$ cat src/sv/manchester_frame_receiver_unit_defines.svh
// Assertion macros used by the receiver back end.
`ifndef MANCHESTER_FRAME_RECEIVER_UNIT_DEFINES_SVH
`define MANCHESTER_FRAME_RECEIVER_UNIT_DEFINES_SVH

`ifndef SYNTHESIS

`define MFRU_ASSERT(lbl, clk, rstn, prop) \
  lbl: assert property (@(posedge clk) disable iff (!rstn) prop) \
    else $error("receiver assertion failed");

`define MFRU_NEVER(lbl, clk, rstn, cond) \
  lbl: assert property (@(posedge clk) disable iff (!rstn) !(cond)) \
    else $error("receiver forbidden condition seen");

`else

`define MFRU_ASSERT(lbl, clk, rstn, prop)

`define MFRU_NEVER(lbl, clk, rstn, cond)

`endif

`endif

$ cat src/sv/mfru_pkg.sv
// Types and constants shared by the Manchester frame receiver modules.
`timescale 1ns / 1ps

package mfru_pkg;

  localparam int unsigned TsWidth       = 32;
  localparam int unsigned ThrWidth      = 16;
  localparam int unsigned BitCntWidth   = 6;
  localparam int unsigned FrameBits     = 32;
  localparam int unsigned QueueDepthDef = 2;
  localparam int unsigned InDataWidth   = 40;
  localparam int unsigned OutDataWidth  = 72;

  localparam logic [ThrWidth-1:0]    ThrReset  = 16'd750;
  localparam logic [BitCntWidth-1:0] FrameCnt  = 6'd32;

  // Operation codes on the input tuser.
  localparam logic [1:0] OpArm  = 2'd0;
  localparam logic [1:0] OpEdge = 2'd1;
  localparam logic [1:0] OpStop = 2'd2;

  // Latched error codes.
  localparam logic [1:0] ErrNone    = 2'd0;
  localparam logic [1:0] ErrStopBit = 2'd1;
  localparam logic [1:0] ErrParity  = 2'd2;

  typedef enum logic [2:0] {
    MODE_IDLE     = 3'd0,
    MODE_LISTEN   = 3'd1,
    MODE_READ     = 3'd2,
    MODE_RECEIVED = 3'd3,
    MODE_ERROR    = 3'd4
  } mode_e;

  typedef enum logic [1:0] {
    CMD_ARM  = 2'd0,
    CMD_EDGE = 2'd1,
    CMD_STOP = 2'd2,
    CMD_NOP  = 2'd3
  } cmd_kind_e;

  typedef struct packed {
    cmd_kind_e           kind;
    logic [TsWidth-1:0]  ts;
    logic                level;
  } cmd_t;

endpackage

$ cat src/sv/manchester_frame_receiver_unit.sv
// Top level of the Manchester frame receiver: front end, command queue and back end.
`timescale 1ns / 1ps

// The receiver takes one event word per clock cycle while the queue has room
// and returns exactly one result word for each. A word entering on the slave
// side is decoded and written into a short command queue; the back end takes
// one command per cycle from the queue while the result register is free or
// being taken, updates the frame state and loads the result register. The
// result register and the queue decouple the two sides: the slave side keeps
// accepting while a result waits, until the queue fills.
// The threshold register may be written only while no word is in flight.
module manchester_frame_receiver_unit import mfru_pkg::*; #(
  parameter int unsigned QueueDepth = QueueDepthDef
) (
  input  logic                    clk_i,
  input  logic                    rst_ni,
  input  logic                    cfg_we_i,
  input  logic [ThrWidth-1:0]     cfg_wdata_i,     // half_bit_threshold_us
  input  logic                    s_axis_tvalid,
  output logic                    s_axis_tready,
  // [31:0] timestamp_us, [32] line_level, [39:33] zero
  input  logic [InDataWidth-1:0]  s_axis_tdata,
  // [1:0] operation
  input  logic [1:0]              s_axis_tuser,
  output logic                    m_axis_tvalid,
  input  logic                    m_axis_tready,
  // [2:0] receiver_mode, [3] message_ready, [6:4] frame_type, [14:7] data_id,
  // [30:15] data_value, [32:31] error_code, [64:33] error_frame,
  // [70:65] error_bit_position, [71] zero
  output logic [OutDataWidth-1:0] m_axis_tdata
);

  cmd_t front_cmd;
  cmd_t queue_cmd;
  logic q_full, q_empty, q_pop;

  assign s_axis_tready = !q_full;

  mfru_front u_front (
    .op_i   (s_axis_tuser),
    .data_i (s_axis_tdata),
    .cmd_o  (front_cmd)
  );

  mfru_queue #(
    .Width ($bits(cmd_t)),
    .Depth (QueueDepth)
  ) u_queue (
    .clk_i       (clk_i),
    .rst_ni      (rst_ni),
    .push_i      (s_axis_tvalid),
    .push_data_i (front_cmd),
    .full_o      (q_full),
    .pop_i       (q_pop),
    .pop_data_o  (queue_cmd),
    .empty_o     (q_empty)
  );

  mfru_back u_back (
    .clk_i       (clk_i),
    .rst_ni      (rst_ni),
    .cfg_we_i    (cfg_we_i),
    .cfg_wdata_i (cfg_wdata_i),
    .cmd_i       (queue_cmd),
    .cmd_valid_i (!q_empty),
    .cmd_pop_o   (q_pop),
    .out_valid_o (m_axis_tvalid),
    .out_ready_i (m_axis_tready),
    .out_data_o  (m_axis_tdata)
  );

endmodule

$ cat src/sv/mfru_front.sv
// Front end: decodes an incoming word into a receiver command.
`timescale 1ns / 1ps

module mfru_front import mfru_pkg::*; (
  input  logic [1:0]             op_i,
  input  logic [InDataWidth-1:0] data_i,
  output cmd_t                   cmd_o
);

  always_comb begin
    cmd_o.ts    = data_i[TsWidth-1:0];
    cmd_o.level = data_i[TsWidth];
    case (op_i)
      OpArm:   cmd_o.kind = CMD_ARM;
      OpEdge:  cmd_o.kind = CMD_EDGE;
      OpStop:  cmd_o.kind = CMD_STOP;
      default: cmd_o.kind = CMD_NOP;
    endcase
  end

endmodule

$ cat src/sv/mfru_queue.sv
// Small first-in first-out queue between the front end and the back end.
`timescale 1ns / 1ps

module mfru_queue #(
  parameter int unsigned Width = 8,
  parameter int unsigned Depth = 2
) (
  input  logic             clk_i,
  input  logic             rst_ni,
  input  logic             push_i,
  input  logic [Width-1:0] push_data_i,
  output logic             full_o,
  input  logic             pop_i,
  output logic [Width-1:0] pop_data_o,
  output logic             empty_o
);

  localparam int unsigned PtrWidth = $clog2(Depth);
  localparam int unsigned CntWidth = $clog2(Depth + 1);
  localparam logic [PtrWidth-1:0] PtrLast = PtrWidth'(Depth - 1);
  localparam logic [CntWidth-1:0] CntFull = CntWidth'(Depth);

  logic [Width-1:0]    mem_q [Depth];
  logic [PtrWidth-1:0] wr_ptr_q, wr_ptr_d;
  logic [PtrWidth-1:0] rd_ptr_q, rd_ptr_d;
  logic [CntWidth-1:0] cnt_q, cnt_d;
  logic                do_push, do_pop;

  assign full_o     = (cnt_q == CntFull);
  assign empty_o    = (cnt_q == '0);
  assign do_push    = push_i && !full_o;
  assign do_pop     = pop_i && !empty_o;
  assign pop_data_o = mem_q[rd_ptr_q];

  always_comb begin
    wr_ptr_d = wr_ptr_q;
    rd_ptr_d = rd_ptr_q;
    cnt_d    = cnt_q;
    if (do_push) begin
      wr_ptr_d = (wr_ptr_q == PtrLast) ? '0 : wr_ptr_q + 1'b1;
    end
    if (do_pop) begin
      rd_ptr_d = (rd_ptr_q == PtrLast) ? '0 : rd_ptr_q + 1'b1;
    end
    if (do_push && !do_pop) begin
      cnt_d = cnt_q + 1'b1;
    end else if (do_pop && !do_push) begin
      cnt_d = cnt_q - 1'b1;
    end
  end

  always_ff @(posedge clk_i or negedge rst_ni) begin
    if (!rst_ni) begin
      wr_ptr_q <= '0;
      rd_ptr_q <= '0;
      cnt_q    <= '0;
    end else begin
      wr_ptr_q <= wr_ptr_d;
      rd_ptr_q <= rd_ptr_d;
      cnt_q    <= cnt_d;
    end
  end

  always_ff @(posedge clk_i) begin
    if (do_push) begin
      mem_q[wr_ptr_q] <= push_data_i;
    end
  end

endmodule

$ cat src/sv/mfru_back.sv
// Back end: frame decoding state and the registered result word.
`timescale 1ns / 1ps
`include "manchester_frame_receiver_unit_defines.svh"

module mfru_back import mfru_pkg::*; (
  input  logic                    clk_i,
  input  logic                    rst_ni,
  input  logic                    cfg_we_i,
  input  logic [ThrWidth-1:0]     cfg_wdata_i,
  input  cmd_t                    cmd_i,
  input  logic                    cmd_valid_i,
  output logic                    cmd_pop_o,
  output logic                    out_valid_o,
  input  logic                    out_ready_i,
  output logic [OutDataWidth-1:0] out_data_o
);

  mode_e                  mode_q, mode_d;
  logic                   start_q, start_d;
  logic [TsWidth-1:0]     last_q, last_d;
  logic [FrameBits-1:0]   shift_q, shift_d;
  logic [BitCntWidth-1:0] cnt_q, cnt_d;
  logic [1:0]             err_q, err_d;
  logic [FrameBits-1:0]   err_frame_q, err_frame_d;
  logic [BitCntWidth-1:0] err_bits_q, err_bits_d;
  logic [ThrWidth-1:0]    thr_q;
  logic                   out_valid_q;
  logic [OutDataWidth-1:0] out_data_q, out_data_d;

  logic [TsWidth-1:0] spacing;
  logic               near;
  logic               ready;

  assign cmd_pop_o   = cmd_valid_i && (!out_valid_q || out_ready_i);
  assign out_valid_o = out_valid_q;
  assign out_data_o  = out_data_q;

  // Spacing wraps with the free-running timestamp.
  assign spacing = cmd_i.ts - last_q;
  assign near    = spacing < {{(TsWidth-ThrWidth){1'b0}}, thr_q};

  always_comb begin
    mode_d      = mode_q;
    start_d     = start_q;
    last_d      = last_q;
    shift_d     = shift_q;
    cnt_d       = cnt_q;
    err_d       = err_q;
    err_frame_d = err_frame_q;
    err_bits_d  = err_bits_q;
    case (cmd_i.kind)
      CMD_ARM: begin
        mode_d  = MODE_LISTEN;
        shift_d = '0;
        cnt_d   = '0;
        start_d = cmd_i.level;
        if (cmd_i.level) begin
          last_d = cmd_i.ts;
        end
      end
      CMD_EDGE: begin
        case (mode_q)
          MODE_LISTEN: begin
            if (cmd_i.level) begin
              start_d = 1'b1;
              last_d  = cmd_i.ts;
            end else if (start_q && near) begin
              mode_d  = MODE_READ;
              shift_d = '0;
              cnt_d   = '0;
              last_d  = cmd_i.ts;
              start_d = 1'b0;
            end else begin
              start_d = 1'b0;
            end
          end
          MODE_READ: begin
            // Edges closer than the threshold are mid-bit transitions.
            if (!near) begin
              last_d = cmd_i.ts;
              if (cnt_q < FrameCnt) begin
                shift_d = {shift_q[FrameBits-2:0], ~cmd_i.level};
                cnt_d   = cnt_q + 1'b1;
              end else if (!cmd_i.level && !(^shift_q)) begin
                mode_d = MODE_RECEIVED;
              end else begin
                mode_d      = MODE_ERROR;
                err_d       = cmd_i.level ? ErrStopBit : ErrParity;
                err_frame_d = shift_q;
                err_bits_d  = cnt_q;
              end
            end
          end
          default: begin
          end
        endcase
      end
      CMD_STOP: mode_d = MODE_IDLE;
      default: begin
      end
    endcase
  end

  always_comb begin
    ready      = (mode_d == MODE_RECEIVED);
    out_data_d = '0;
    out_data_d[2:0]   = mode_d;
    out_data_d[3]     = ready;
    out_data_d[6:4]   = ready ? shift_d[30:28] : 3'd0;
    out_data_d[14:7]  = ready ? shift_d[23:16] : 8'd0;
    out_data_d[30:15] = ready ? shift_d[15:0]  : 16'd0;
    out_data_d[32:31] = err_d;
    out_data_d[64:33] = err_frame_d;
    out_data_d[70:65] = err_bits_d;
  end

  always_ff @(posedge clk_i or negedge rst_ni) begin
    if (!rst_ni) begin
      mode_q      <= MODE_IDLE;
      start_q     <= 1'b0;
      last_q      <= '0;
      shift_q     <= '0;
      cnt_q       <= '0;
      err_q       <= ErrNone;
      err_frame_q <= '0;
      err_bits_q  <= '0;
      thr_q       <= ThrReset;
      out_valid_q <= 1'b0;
    end else begin
      if (cfg_we_i) begin
        thr_q <= cfg_wdata_i;
      end
      if (cmd_pop_o) begin
        mode_q      <= mode_d;
        start_q     <= start_d;
        last_q      <= last_d;
        shift_q     <= shift_d;
        cnt_q       <= cnt_d;
        err_q       <= err_d;
        err_frame_q <= err_frame_d;
        err_bits_q  <= err_bits_d;
        out_valid_q <= 1'b1;
      end else if (out_ready_i) begin
        out_valid_q <= 1'b0;
      end
    end
  end

  always_ff @(posedge clk_i) begin
    if (cmd_pop_o) begin
      out_data_q <= out_data_d;
    end
  end

  `MFRU_NEVER(a_cnt_range, clk_i, rst_ni, cnt_q > FrameCnt)
  `MFRU_ASSERT(a_ready_mode, clk_i, rst_ni, out_valid_q && out_data_q[3] |-> out_data_q[2:0] == MODE_RECEIVED)
  `MFRU_ASSERT(a_stop_idle, clk_i, rst_ni, cmd_pop_o && cmd_i.kind == CMD_STOP |=> mode_q == MODE_IDLE)
  `MFRU_ASSERT(a_err_clean, clk_i, rst_ni, err_q == ErrNone |-> err_frame_q == '0 && err_bits_q == '0)

endmodule

$ cat config.mk
export PLATFORM = sky130hd
export DESIGN_NAME = manchester_frame_receiver_unit
export DESIGN_NICKNAME = d
export VERILOG_FILES = /design/src/sv/mfru_pkg.sv /design/src/sv/manchester_frame_receiver_unit.sv /design/src/sv/mfru_front.sv /design/src/sv/mfru_queue.sv /design/src/sv/mfru_back.sv
export VERILOG_INCLUDE_DIRS = /design/src /design/src/sv
export SDC_FILE = /design/constraint.sdc
export NUM_CORES = 1
export LEC_CHECK = 0
export BUFFER_PORTS_ARGS = -buffer_cell sky130_fd_sc_hd__buf_2
export CELL_PAD_IN_SITES_DETAIL_PLACEMENT = 0
export CELL_PAD_IN_SITES_GLOBAL_PLACEMENT = 1
export CORE_ASPECT_RATIO = 1.2
export CORE_MARGIN = 2
export CORE_UTILIZATION = 45
export DETAILED_ROUTE_END_ITERATION = 6
export PLACE_DENSITY_LB_ADDON = 0.2
export SLEW_MARGIN = 20
export SYNTH_ARGS = -nofsm -noshare
export SYNTH_HDL_FRONTEND = slang
export SYNTH_SLANG_ARGS = --single-unit
$ cat constraint.sdc
create_clock -name clk_i -period 6.1 [get_ports clk_i]
set_input_delay 0.61 -clock clk_i [delete_from_list [all_inputs] [get_ports clk_i]]
set_output_delay 0.61 -clock clk_i [all_outputs]
set_load 0.01 [all_outputs]
==> summary.txt, run 1 <==
Logic synthesis
  – Synth area leaders: edfxtp_1, dfrtp_1, mux2_2, ha_1, nand2_1
  – Number of standard cells after synthesis: 1249
  – Per-instance average area after synthesis: 11.5 um^2
  – Share of the synthesized netlist area taken by xor and xnor gates: 0.0334
  – Largest family of logic cells by synthesized area: compound AO/OA/AOI/OAI gates
  – Post-synthesis instance area: 0.0144 mm^2
  – Part of the Yosys area used for sequential elements: 0.528
  – Multiplexer share of the synthesized area: 0.115
  – Share of synthesized registers carrying an async set or reset: 0.489
  – Number of distinct library cells after synthesis: 81
  – Cell taking the most area after synthesis: edfxtp_1
  – Number of synthesized flops with an enable pin: 141
  – Total number of yosys warnings: 0
  – Count of state elements after synthesis: 276
  – Area share of and/or/nand/nor cells after synthesis: 0.0999
  – Synth Flop Type: edfxtp_1
  – Post-Synth Adder-Cell Area: 0.0448
  – Area share of the largest cell type after synthesis: 0.294
  – Number of nets in the synthesized netlist: 1363
  – Share of the synthesized area in compound gates (AO/OA/AOI/OAI): 0.133

Hold path
  – Worst hold path type: in2async

STA
  – Count of pins over their slew limit: 0
  – # setup viols final: 0
  – Final Hold Fails: 0
  – Final min period: 5.79 ns
  – Peak clock frequency supported by timing: 173 MHz
  – Minimum setup slack in the final design: 0.314 ns
  – Clock skew after layout: 0.0249 ns
  – Measured slew at the worst slew-check pin: 0.941 ns
  – Setup repair after global routing missed its margin: false
  – Final worst path period share: 0.948
  – Max transition margin: 0.373
  – Total negative slack for setup checks: 0 ns

Pwr
  – Leakage power total: 6.88 nW
  – Power density of the placed cells: 526 mW/mm^2
  – Total Power Consumption: 8.71 mW
  – Worst ir drop on vdd: 0.255 mV

Finish
  – Share of layout cells above drive strength 1: 0.286
  – Post-layout instance count excluding filler cells: 1777
  – Growth of design area from synthesis to finish: 14.7%
  – Fillcell total: 2853
  – Flip-flop and latch area: 0.00762 mm^2
  – Final instance area: 0.0165 mm^2
  – Area used by multi-input combinational logic: 0.00623 mm^2
  – Leading cell type in the layout, fill and taps excluded: edfxtp_1
  – Diode insertion count for antenna repair: 0
  – Number of nets in the layout: 1468
  – Leading cell types in the layout, fill and taps excluded: edfxtp_1, mux2_2, buf_2, dfrtp_1, nand2_1

Worst setup path
  – Kind of capture point of the worst setup path: register
  – Crit Path Class: reg2reg
  – Required time of the critical path: 6.39 ns
  – Arrival time at the worst endpoint: 6.08 ns
  – Stage delay of the slowest cell on the critical path: 0.54 ns
  – Cell with the largest stage delay on the worst path: or4_4
  – Sort of element at the start of the critical path: register
  – CP max FO: 14

Die
  – Effective utilization at floorplan: 0.459
  – Die X: 167 um
  – Die area: 0.0335 mm^2
  – Core box area: 0.0314 mm^2
  – Total I/O pin count: 137
  – Standard-cell row count: 71
  – Die Y-Extent: 200 um

Drt
  – Total vias in the final route: 9937
  – Wirelength per Cell: 19.1 um
  – DRC marker count from the first detailed-route iteration: 490
  – Total routed wirelength: 34000 um
  – Via/cell ratio: 5.59
  – Final ANT Viol Nets: 0
  – First-pass iteration count of the detailed router: 7
  – Post-detailed-route DRC marker count: 9

Clocking
  – Worst-case clock buffer depth: 3
  – Clock buffer count from CTS: 28
  – H-tree Lvls: 1
  – CTS tree: done
  – Total clock sinks: 276
  – Number of hold-repair buffers added at the cts stage: 0
  – Clock input transition at the sequential cells of the worst setup and hold paths: 0.06 ns
  – Buffer type at the clock tree root: clkbuf_16
  – Later-pin clock latency in the skew report: 0.56 ns

Placement
  – Sum of net half-perimeters after detailed placement: 23400 um
  – Port bufs: 128
  – Cell area reported after detailed placement: 0.0155 mm^2
  – # placed instances: 1719
  – Final weighted congestion of routability-driven global placement: 0.883
  – Setup WS pre-CTS: 0.211 ns

Global routing
  – Vias in the first global route: 10200
  – First-pass GRT wire length: 54600 um
  – Global-route congestion overflow total: 0
  – Number of antenna violations at the first check in global routing: 1
  – Aggregate global-route resource usage: 0.202
  – Maximum number of pins on one net before global-route repair: 78

Run
  – Max-cap viol count: 0

Run status
  – Outcome: complete, but fails checks
  – Violations in the final reports: design-rule violations
==> cell usage after synthesis (7+ instances only) <==
cell type	number
nand4_1	13
o211ai_1	13
a31oi_4	9
ha_1	50
mux2i_1	9
a22o_1	28
nand2_1	99
mux2_2	137
inv_1	64
buf_1	10
a31oi_1	23
a211oi_1	7
xnor2_1	42
nor4_1	8
o21a_1	10
nor2_1	56
a21oi_1	50
nor3_1	14
nand3_1	67
dfrtp_1	128
buf_2	20
dfstp_2	7
edfxtp_1	141
a21o_1	20
clkbuf_1	54
o21ai_0	49
or2_2	7
and2_1	7
xor2_1	13
nand2b_1	9
==> worst max-delay path: cells and delay by family, from the launching register on <==
kind | cells | cell delay [ns]
fa+ha+maj | 3 | 0.92
flops | 1 | 0.43
buf+inv | 5 | 0.85
xor+xnor | 1 | 0.19
mux | 1 | 0.14
simple gates | 7 | 1.40
compound gates | 8 | 1.57
==> stage by stage <==
stage / utilization / hold WS [ns]
final: 0.526 / 0.0666
after detailed placement: 0.493 / 0.454
after global routing: 0.526 / 0.143
after floorplan: - / 0.314
after CTS: 0.521 / 0.118
after global placement: 0.492 / 0.443
==> area by class of cell <==
cell class,instances,area share
clock inverters,10,0.00461
well taps,401,0.0303
repair buffers,166,0.0635
inverters,65,0.0148
flip-flops and latches,276,0.461
multi-input cells,817,0.377
clock buffers,42,0.0492
==> power by group <==
| group | leakage (nW) | switching, mW | internal [mW] |
|---|---|---|---|
| Combinational | 3.34 | 2.65 | 1.76 |
| Clock | 0.433 | 0.704 | 0.960 |
| Sequential | 3.11 | 0.173 | 2.45 |
==> registers in the layout, summed over array words and instances (netlist names), 6 cells and up <==
signal / flops
u_back.shift_q: 32
u_back.last_q: 32
u_back.out_data_o: 71
u_back.err_frame_q: 32
u_back.thr_q: 16
u_back.err_bits_q: 6
u_queue.mem_q: 70
u_back.cnt_q: 6
==> cell families after synthesis <==
group	Yosys count
buf+inv	156
fa+ha+maj	51
simple gates	303
xor+xnor	55
other cells	1
mux	148
compound gates	259
flops	276
==> per-layer routing <==
| layer | routed length [um] | share of wire | up-vias | GRT usage |
|---|---|---|---|---|
| met3 | 1660 | 0.049 | 43 | 0.0332 |
| met2 | 17600 | 0.52 | 215 | 0.370 |
| met4 | 697 | 0.020 | 2 | 0.0531 |
| met1 | 14000 | 0.41 | 4916 | 0.247 |
| li1 | - | - | 4761 | - |
| met5 | 14 | 0.00041 | - | 0 |
==> final timing paths <==
kind	startpoint	endpoint	slack, ns	depth (start not counted)
min reg2reg	u_back.err_bits_q[5]$_DFFE_PN0P_	u_back.err_bits_q[5]$_DFFE_PN0P_	0.47	1
min in group clk_i	s_axis_tdata[32]	u_queue.mem_q[0][0]$_DFFE_PP_	0.24	1
max reg2reg	u_queue.rd_ptr_q$_DFFE_PN0P_	u_back.out_data_o[5]$_SDFFCE_PP0P_	0.31	25
min	rst_ni	u_back.err_frame_q[9]$_DFFE_PN0P_	0.07	1
max in group asynchronous	rst_ni	u_back.shift_q[0]$_DFFE_PN0P_	4.72	2
max	u_queue.rd_ptr_q$_DFFE_PN0P_	u_back.out_data_o[5]$_SDFFCE_PP0P_	0.31	25
==> timing repair <==
item / in CTS / in global routing
setup buffers: 0 / 4
resized for setup: 0 / 15
endpoints found under the setup margin: 0 / 100
Note: power is estimated with default switching activity, not from simulation.
==> run 2, diff against run 1 <==
Settings changed: MAX_ROUTING_LAYER set to met4.
==> run 2 against run 1 <==
Compared with the run above: register-to-register slack lost 0.04 ns; first-iteration DRC count grew 20%; non-clock buffer count shrank 3; critical path depth shrank 1; hold slack gained 0.011 ns; final cell count is essentially flat; the run still ends with design-rule violations left; utilization shrank 0.31 points; maximum frequency shrank 0.76%; critical path type unchanged; global-route usage grew 0.39 points; routed wire length shrank 1.3%.
==> summary.txt, run 2 (synthesis results as in run 1) <==
Run status
  – Outcome: complete, but fails checks
  – Violations in the final reports: design-rule violations

Clocking
  – H-tree Lvls: 1 (unchanged)
  – Total clock sinks: 276 (unchanged)
  – Number of hold-repair buffers added at the cts stage: 0 (unchanged)
  – Worst-case clock buffer depth: 3 (unchanged)
  – Setup bufs post-CTS: 0 (unchanged)
  – Clock buffer count from CTS: 28 (unchanged)
  – Later-pin clock latency in the skew report: 0.56 ns (about the same)
  – Clock input transition at the sequential cells of the worst setup and hold paths: 0.07 ns (about the same)
  – CTS tree: done
  – Buffer type at the clock tree root: clkbuf_16

Die
  – Die Y-Extent: 200 um (unchanged)
  – Die area: 0.0335 mm^2 (unchanged)
  – Total I/O pin count: 137 (unchanged)
  – Standard-cell row count: 71 (unchanged)
  – Core box area: 0.0314 mm^2 (unchanged)
  – Die X: 167 um (unchanged)
  – Effective utilization at floorplan: 0.459 (unchanged)

STA
  – Peak clock frequency supported by timing: 172 MHz (-0.76%)
  – Max transition margin: 0.389 (+0.0157)
  – Final Hold Slack: 0.0778 ns (+0.0112 ns)
  – Count of pins over their slew limit: 0 (unchanged)
  – Final worst path period share: 0.956 (+0.00722)
  – Final min period: 5.83 ns (+0.0441 ns)
  – Clock skew after layout: 0.0146 ns (-0.0104 ns)
  – Final Hold Fails: 0 (unchanged)
  – Measured slew at the worst slew-check pin: 0.917 ns (-0.0235 ns)
  – Minimum setup slack in the final design: 0.270 ns (-0.0441 ns)
  – # setup viols final: 0 (unchanged)

Placement
  – Setup WS pre-CTS: 0.192 ns (-0.0193 ns)
  – # placed instances: 1721 (+0.12%)
  – Port bufs: 128 (unchanged)
  – Final weighted congestion of routability-driven global placement: 0.892 (+1.0%)
  – Cell area reported after detailed placement: 0.0155 mm^2 (about the same)
  – Sum of net half-perimeters after detailed placement: 23200 um (-0.78%)

Finish
  – Number of nets in the layout: 1465 (-0.20%)
  – Share of layout cells above drive strength 1: 0.285 (-0.00156)
  – Post-layout instance count excluding filler cells: 1776 (-0.056%)
  – Area used by multi-input combinational logic: 0.00621 mm^2 (-0.36%)
  – Final instance area: 0.0164 mm^2 (-0.60%)
  – Fillcell total: 2907 (+1.9%)
  – Growth of design area from synthesis to finish: 14.0%
  – Leading cell type in the layout, fill and taps excluded: edfxtp_1
  – Leading cell types in the layout, fill and taps excluded: edfxtp_1, mux2_2, dfrtp_1
  – Flip-flop count of the largest register, all copies and words added: 71 (unchanged)
  – Flip-flop and latch area: 0.00762 mm^2 (about the same)

Drt
  – Wirelength per Cell: 18.9 um (-1.3%)
  – Post-detailed-route DRC marker count: 9 (unchanged)
  – First-pass iteration count of the detailed router: 7 (unchanged)
  – DRC marker count from the first detailed-route iteration: 589 (+20%)
  – Total routed wirelength: 33600 um (-1.3%)
  – Via/cell ratio: 5.58 (-0.18%)
  – Final ANT Viol Nets: 0 (unchanged)
  – Total vias in the final route: 9914 (-0.23%)

Global routing
  – Vias in the first global route: 10200 (-0.74%)
  – Global-route congestion overflow total: 0 (unchanged)
  – Maximum number of pins on one net before global-route repair: 78 (unchanged)
  – First-pass GRT wire length: 54200 um (-0.67%)
  – Aggregate global-route resource usage: 0.206 (+0.00392)
  – Number of antenna violations at the first check in global routing: 2 (+1)

Worst setup path
  – Sort of element at the start of the critical path: register
  – Cell with the largest stage delay on the worst path: or4_4
  – Reg2reg setup slack: 0.27 ns (-0.04 ns)
  – Required time of the critical path: 6.39 ns (about the same)
  – Worst path cell trace: buf_12 -> mux2i_1 -> ha_1 -> fa_1 -> nand2b_1 -> a21oi_1 -> o21a_1 -> o21ai_0 -> nor2b_1 -> xnor2_1 -> ha_1 -> nand2_1 -> o21ai_0 -> a2111oi_0 -> buf_4 -> nor4bb_2 -> nand4b_1 -> or4_4 -> a2111oi_4 -> buf_4 -> o21a_1 -> a2111o_1 -> buf_12 -> a31oi_1
  – Arrival time at the worst endpoint: 6.12 ns (+0.04 ns)
  – Stage delay of the slowest cell on the critical path: 0.54 ns (about the same)
  – Count of buffer and inverter cells on the critical path: 4 (-1)
  – Top Family by Delay on Critical Path: compound AO/OA/AOI/OAI gates
  – Endpoint of the most critical register-to-register path: u_back.out_data_o[27]$_SDFFCE_PP0P_
  – Crit Path Class: reg2reg
  – CP max FO: 28 (+14)
  – Total stage count of the critical path: 24 (-4.0%)
  – Number of cell instances on the worst register-to-register path: 24 (-4.0%)
  – Worst R2R Start: u_queue.rd_ptr_q$_DFFE_PN0P_
  – Kind of capture point of the worst setup path: register

Pwr
  – Power density of the placed cells: 525 mW/mm^2 (-0.22%)
  – Worst ir drop on vdd: 0.222 mV (-13%)
  – Leakage power total: 6.85 nW (-0.52%)

Hold path
  – Worst hold path type: in2async

Run
  – Max-cap viol count: 0 (unchanged)
[run 2: per-stage QoR]
stage	power (mW)	utilization	setup TNS (ns)
after floorplan	5.69	-	0
after global placement	6.93	0.493	0
after detailed placement	6.98	0.493	0
after CTS	8.65	0.521	0
after global routing	9.30	0.523	-0.333
final	8.63	0.523	0
[run 2: layout make-up]
type                            count  area share
Multi-Input combinational cell    817       0.378
Clock inverter                     10     0.00342
Antenna cell                        2    0.000304
Clock buffer                       42      0.0502
Inverter                           65      0.0148
Sequential cell                   276       0.464
Tap cell                          401      0.0305
Timing Repair Buffer              163      0.0596
[run 2: where the power goes]
part	total [mW]	switching (mW)	internal, mW
Combinational	4.38	2.65	1.73
Clock	1.64	0.704	0.932
Sequential	2.62	0.171	2.45
Total	8.63	3.52	5.11
[run 2: what timing repair did]
action | 4_1_cts | 5_1_grt
setup endpoints to repair | 0 | 90
endpoints found under the hold margin | 0 | 0
resized for setup | 0 | 8
[run 2: layer usage]
layer  share of wire  GRT usage
met1            0.41      0.247
met2            0.51      0.359
met3           0.053     0.0324
met4           0.026     0.0621
met5               0          -
[run 2: worst max path at each step]
stage               slack, ns                          from                                   to
floorplan                0.52  u_queue.rd_ptr_q$_DFFE_PN0P_  u_back.out_data_o[20]$_SDFFCE_PP0P_
global placement         0.22  u_queue.rd_ptr_q$_DFFE_PN0P_  u_back.out_data_o[27]$_SDFFCE_PP0P_
detailed placement       0.19  u_queue.rd_ptr_q$_DFFE_PN0P_  u_back.out_data_o[27]$_SDFFCE_PP0P_
CTS                      0.15  u_queue.rd_ptr_q$_DFFE_PN0P_  u_back.out_data_o[27]$_SDFFCE_PP0P_
global route            -0.06  u_queue.rd_ptr_q$_DFFE_PN0P_  u_back.out_data_o[24]$_SDFFCE_PP0P_
finish                   0.27  u_queue.rd_ptr_q$_DFFE_PN0P_  u_back.out_data_o[27]$_SDFFCE_PP0P_
==> run 3, diff against run 2 <==
Settings changed: PLACE_DENSITY_LB_ADDON 0.2 to 0.3.
==> run 3 against run 2 <==
Compared with the run above: the run still ends with design-rule violations left; flip-flop and latch count is the same; design area up 2.3%; clock skew is 0.0028 ns lower.
==> summary.txt, run 3 (synthesis results as in run 1) <==
Pwr
  – Total Power Consumption: 9.01 mW (+4.4%)
  – Worst ir drop on vdd: 0.253 mV (+14%)
  – Leakage power total: 6.99 nW (+2.1%)
  – Power density of the placed cells: 536 mW/mm^2 (+2.0%)

STA
  – Final Hold Slack: 0.0784 ns (+0.000663 ns)
  – Measured slew at the worst slew-check pin: 1.02 ns (+0.103 ns)
  – # setup viols final: 0 (unchanged)
  – Total negative slack for setup checks: 0 ns (unchanged)
  – Final worst path period share: 0.969 (+0.0136)
  – Max transition margin: 0.320 (-0.0685)
  – Final Hold Fails: 0 (unchanged)
  – Peak clock frequency supported by timing: 169 MHz (-1.4%)
  – Count of pins over their slew limit: 0 (unchanged)
  – Clock skew after layout: 0.0117 ns (-0.00285 ns)
  – Final min period: 5.91 ns (+0.0828 ns)

Clocking
  – Later-pin clock latency in the skew report: 0.56 ns (about the same)
  – Total clock sinks: 276 (unchanged)
  – CTS tree: done
  – Clock buffer count from CTS: 28 (unchanged)
  – Clock input transition at the sequential cells of the worst setup and hold paths: 0.06 ns (about the same)
  – Worst-case clock buffer depth: 3 (unchanged)
  – Number of hold-repair buffers added at the cts stage: 0 (unchanged)
  – H-tree Lvls: 1 (unchanged)
  – Buffer type at the clock tree root: clkbuf_16

Die
  – Standard-cell row count: 71 (unchanged)
  – Die Y-Extent: 200 um (unchanged)
  – Effective utilization at floorplan: 0.459 (unchanged)
  – Die X: 167 um (unchanged)
  – Core box area: 0.0314 mm^2 (unchanged)
  – Die area: 0.0335 mm^2 (unchanged)
  – Total I/O pin count: 137 (unchanged)

Drt
  – Total routed wirelength: 34700 um (+3.3%)
  – DRC marker count from the first detailed-route iteration: 600 (+1.9%)
  – Wirelength per Cell: 19.3 um (+2.0%)
  – First-pass iteration count of the detailed router: 7 (unchanged)
  – Via/cell ratio: 5.63 (+0.85%)
  – Post-detailed-route DRC marker count: 2 (-7)
  – Final ANT Viol Nets: 0 (unchanged)
  – Total vias in the final route: 10100 (+2.2%)

Finish
  – Leading cell type in the layout, fill and taps excluded: edfxtp_1
  – Leading cell types in the layout, fill and taps excluded: edfxtp_1, mux2_2, buf_2, dfrtp_1, nand2_1
  – Fillcell total: 2815 (-3.2%)
  – Growth of design area from synthesis to finish: 16.6%
  – Share of layout cells above drive strength 1: 0.312 (+0.0271)
  – Number of nets in the layout: 1487 (+1.5%)
  – Flip-flop count of the largest register, all copies and words added: 71 (unchanged)

Global routing
  – Global-route congestion overflow total: 0 (unchanged)
  – Vias in the first global route: 10200 (+0.92%)
  – Number of antenna violations at the first check in global routing: 3 (+1)
  – Maximum number of pins on one net before global-route repair: 76 (-2.6%)
  – First-pass GRT wire length: 54800 um (+1.1%)
  – Aggregate global-route resource usage: 0.209 (+0.00302)

Hold path
  – Worst hold path type: in2async

Worst setup path
  – Count of buffer and inverter cells on the critical path: 5 (+1)
  – Crit Path Class: reg2reg
  – Stage delay of the slowest cell on the critical path: 0.55 ns (about the same)
  – Arrival time at the worst endpoint: 6.21 ns (+0.09 ns)
  – Most common cell on crit path: buf_4
  – Kind of capture point of the worst setup path: register
  – Cell with the largest stage delay on the worst path: or4_4
  – Required time of the critical path: 6.40 ns (about the same)
  – Sort of element at the start of the critical path: register
  – Top Family by Delay on Critical Path: compound AO/OA/AOI/OAI gates
  – CP max FO: 7 (-75%)
  – Worst path cell trace: buf_12 -> mux2_2 -> ha_4 -> nand4_1 -> a211oi_4 -> nor2_1 -> o21ai_1 -> xor2_1 -> ha_1 -> a21oi_1 -> o21ai_2 -> a2111oi_2 -> buf_4 -> nor4bb_4 -> buf_4 -> nand4b_1 -> or4_4 -> a2111oi_4 -> buf_4 -> o21a_1 -> a2111o_1 -> clkbuf_16 -> a31oi_1

Run
  – Max-cap viol count: 0 (unchanged)

Placement
  – Sum of net half-perimeters after detailed placement: 23400 um (+0.82%)
  – Final weighted congestion of routability-driven global placement: 0.855 (-4.2%)
  – Port bufs: 128 (unchanged)

Run status
  – Violations in the final reports: design-rule violations
  – Outcome: complete, but fails checks
-- run 3: cell count changes in the layout (fill, tap and decap cells not counted), sizes merged --
| cell | change |
|---|---|
| buf | +20 |
| clkinvlp | -1 |
| inv | +1 |
| clkbuf | +2 |
| diode | +1 |
-- run 3: where the power goes --
part           internal [mW]  switching, mW
logic                   1.99           2.76
registers               2.45          0.181
clock network          0.911          0.714
-- run 3: path summary, 6_finish.rpt --
kind / from / end / slack, ns / cells past startpoint
worst min-delay path: rst_ni / u_back.err_frame_q[10]$_DFFE_PN0P_ / 0.08 / 1
worst max-delay path: u_queue.rd_ptr_q$_DFFE_PN0P_ / u_back.out_data_o[6]$_SDFFCE_PP0P_ / 0.19 / 23
min in group clk_i: s_axis_tdata[14] / u_queue.mem_q[1][15]$_DFFE_PP_ / 0.24 / 1
max in group asynchronous: rst_ni / u_queue.rd_ptr_q$_DFFE_PN0P_ / 4.66 / 2
worst min register to register: u_back.err_bits_q[5]$_DFFE_PN0P_ / u_back.err_bits_q[5]$_DFFE_PN0P_ / 0.46 / 1
worst max register to register: u_queue.rd_ptr_q$_DFFE_PN0P_ / u_back.out_data_o[6]$_SDFFCE_PP0P_ / 0.19 / 23
-- run 3: repair_timing --
item / in CTS / in global routing
setup buffers: 0 / 3
setup endpoints to repair: 0 / 59
gates resized for setup: 0 / 43
-- run 3: stage by stage --
stage                     instances   util  setup WS, ns  area, um^2
final                          1799  0.535         0.187       16800
after global routing           1799  0.535       -0.0546       16800
after CTS                      1789  0.525        0.0258       16500
after detailed placement       1737  0.497        0.0993       15600
after global placement         1737  0.497         0.110       15600
after floorplan                1249      -         0.519       14400
-- run 3: routing by layer --
layer / wire, um / track usage
met5: 0 / -
met4: 659 / 0.0547
met2: 18100 / 0.367
met3: 1470 / 0.0340
met1: 14400 / 0.251
-- run 3: final cells by class --
cell class | instances | area, um^2 | area share
diodes | 3 | 7.51 | 0.000446
clock buffers | 42 | 803 | 0.0477
clock inverters | 10 | 66.3 | 0.00394
inverters | 65 | 244 | 0.0145
multi-input cells | 817 | 6380 | 0.379
flip-flops and latches | 276 | 7620 | 0.453
well taps | 401 | 502 | 0.0298
repair buffers | 185 | 1200 | 0.0713
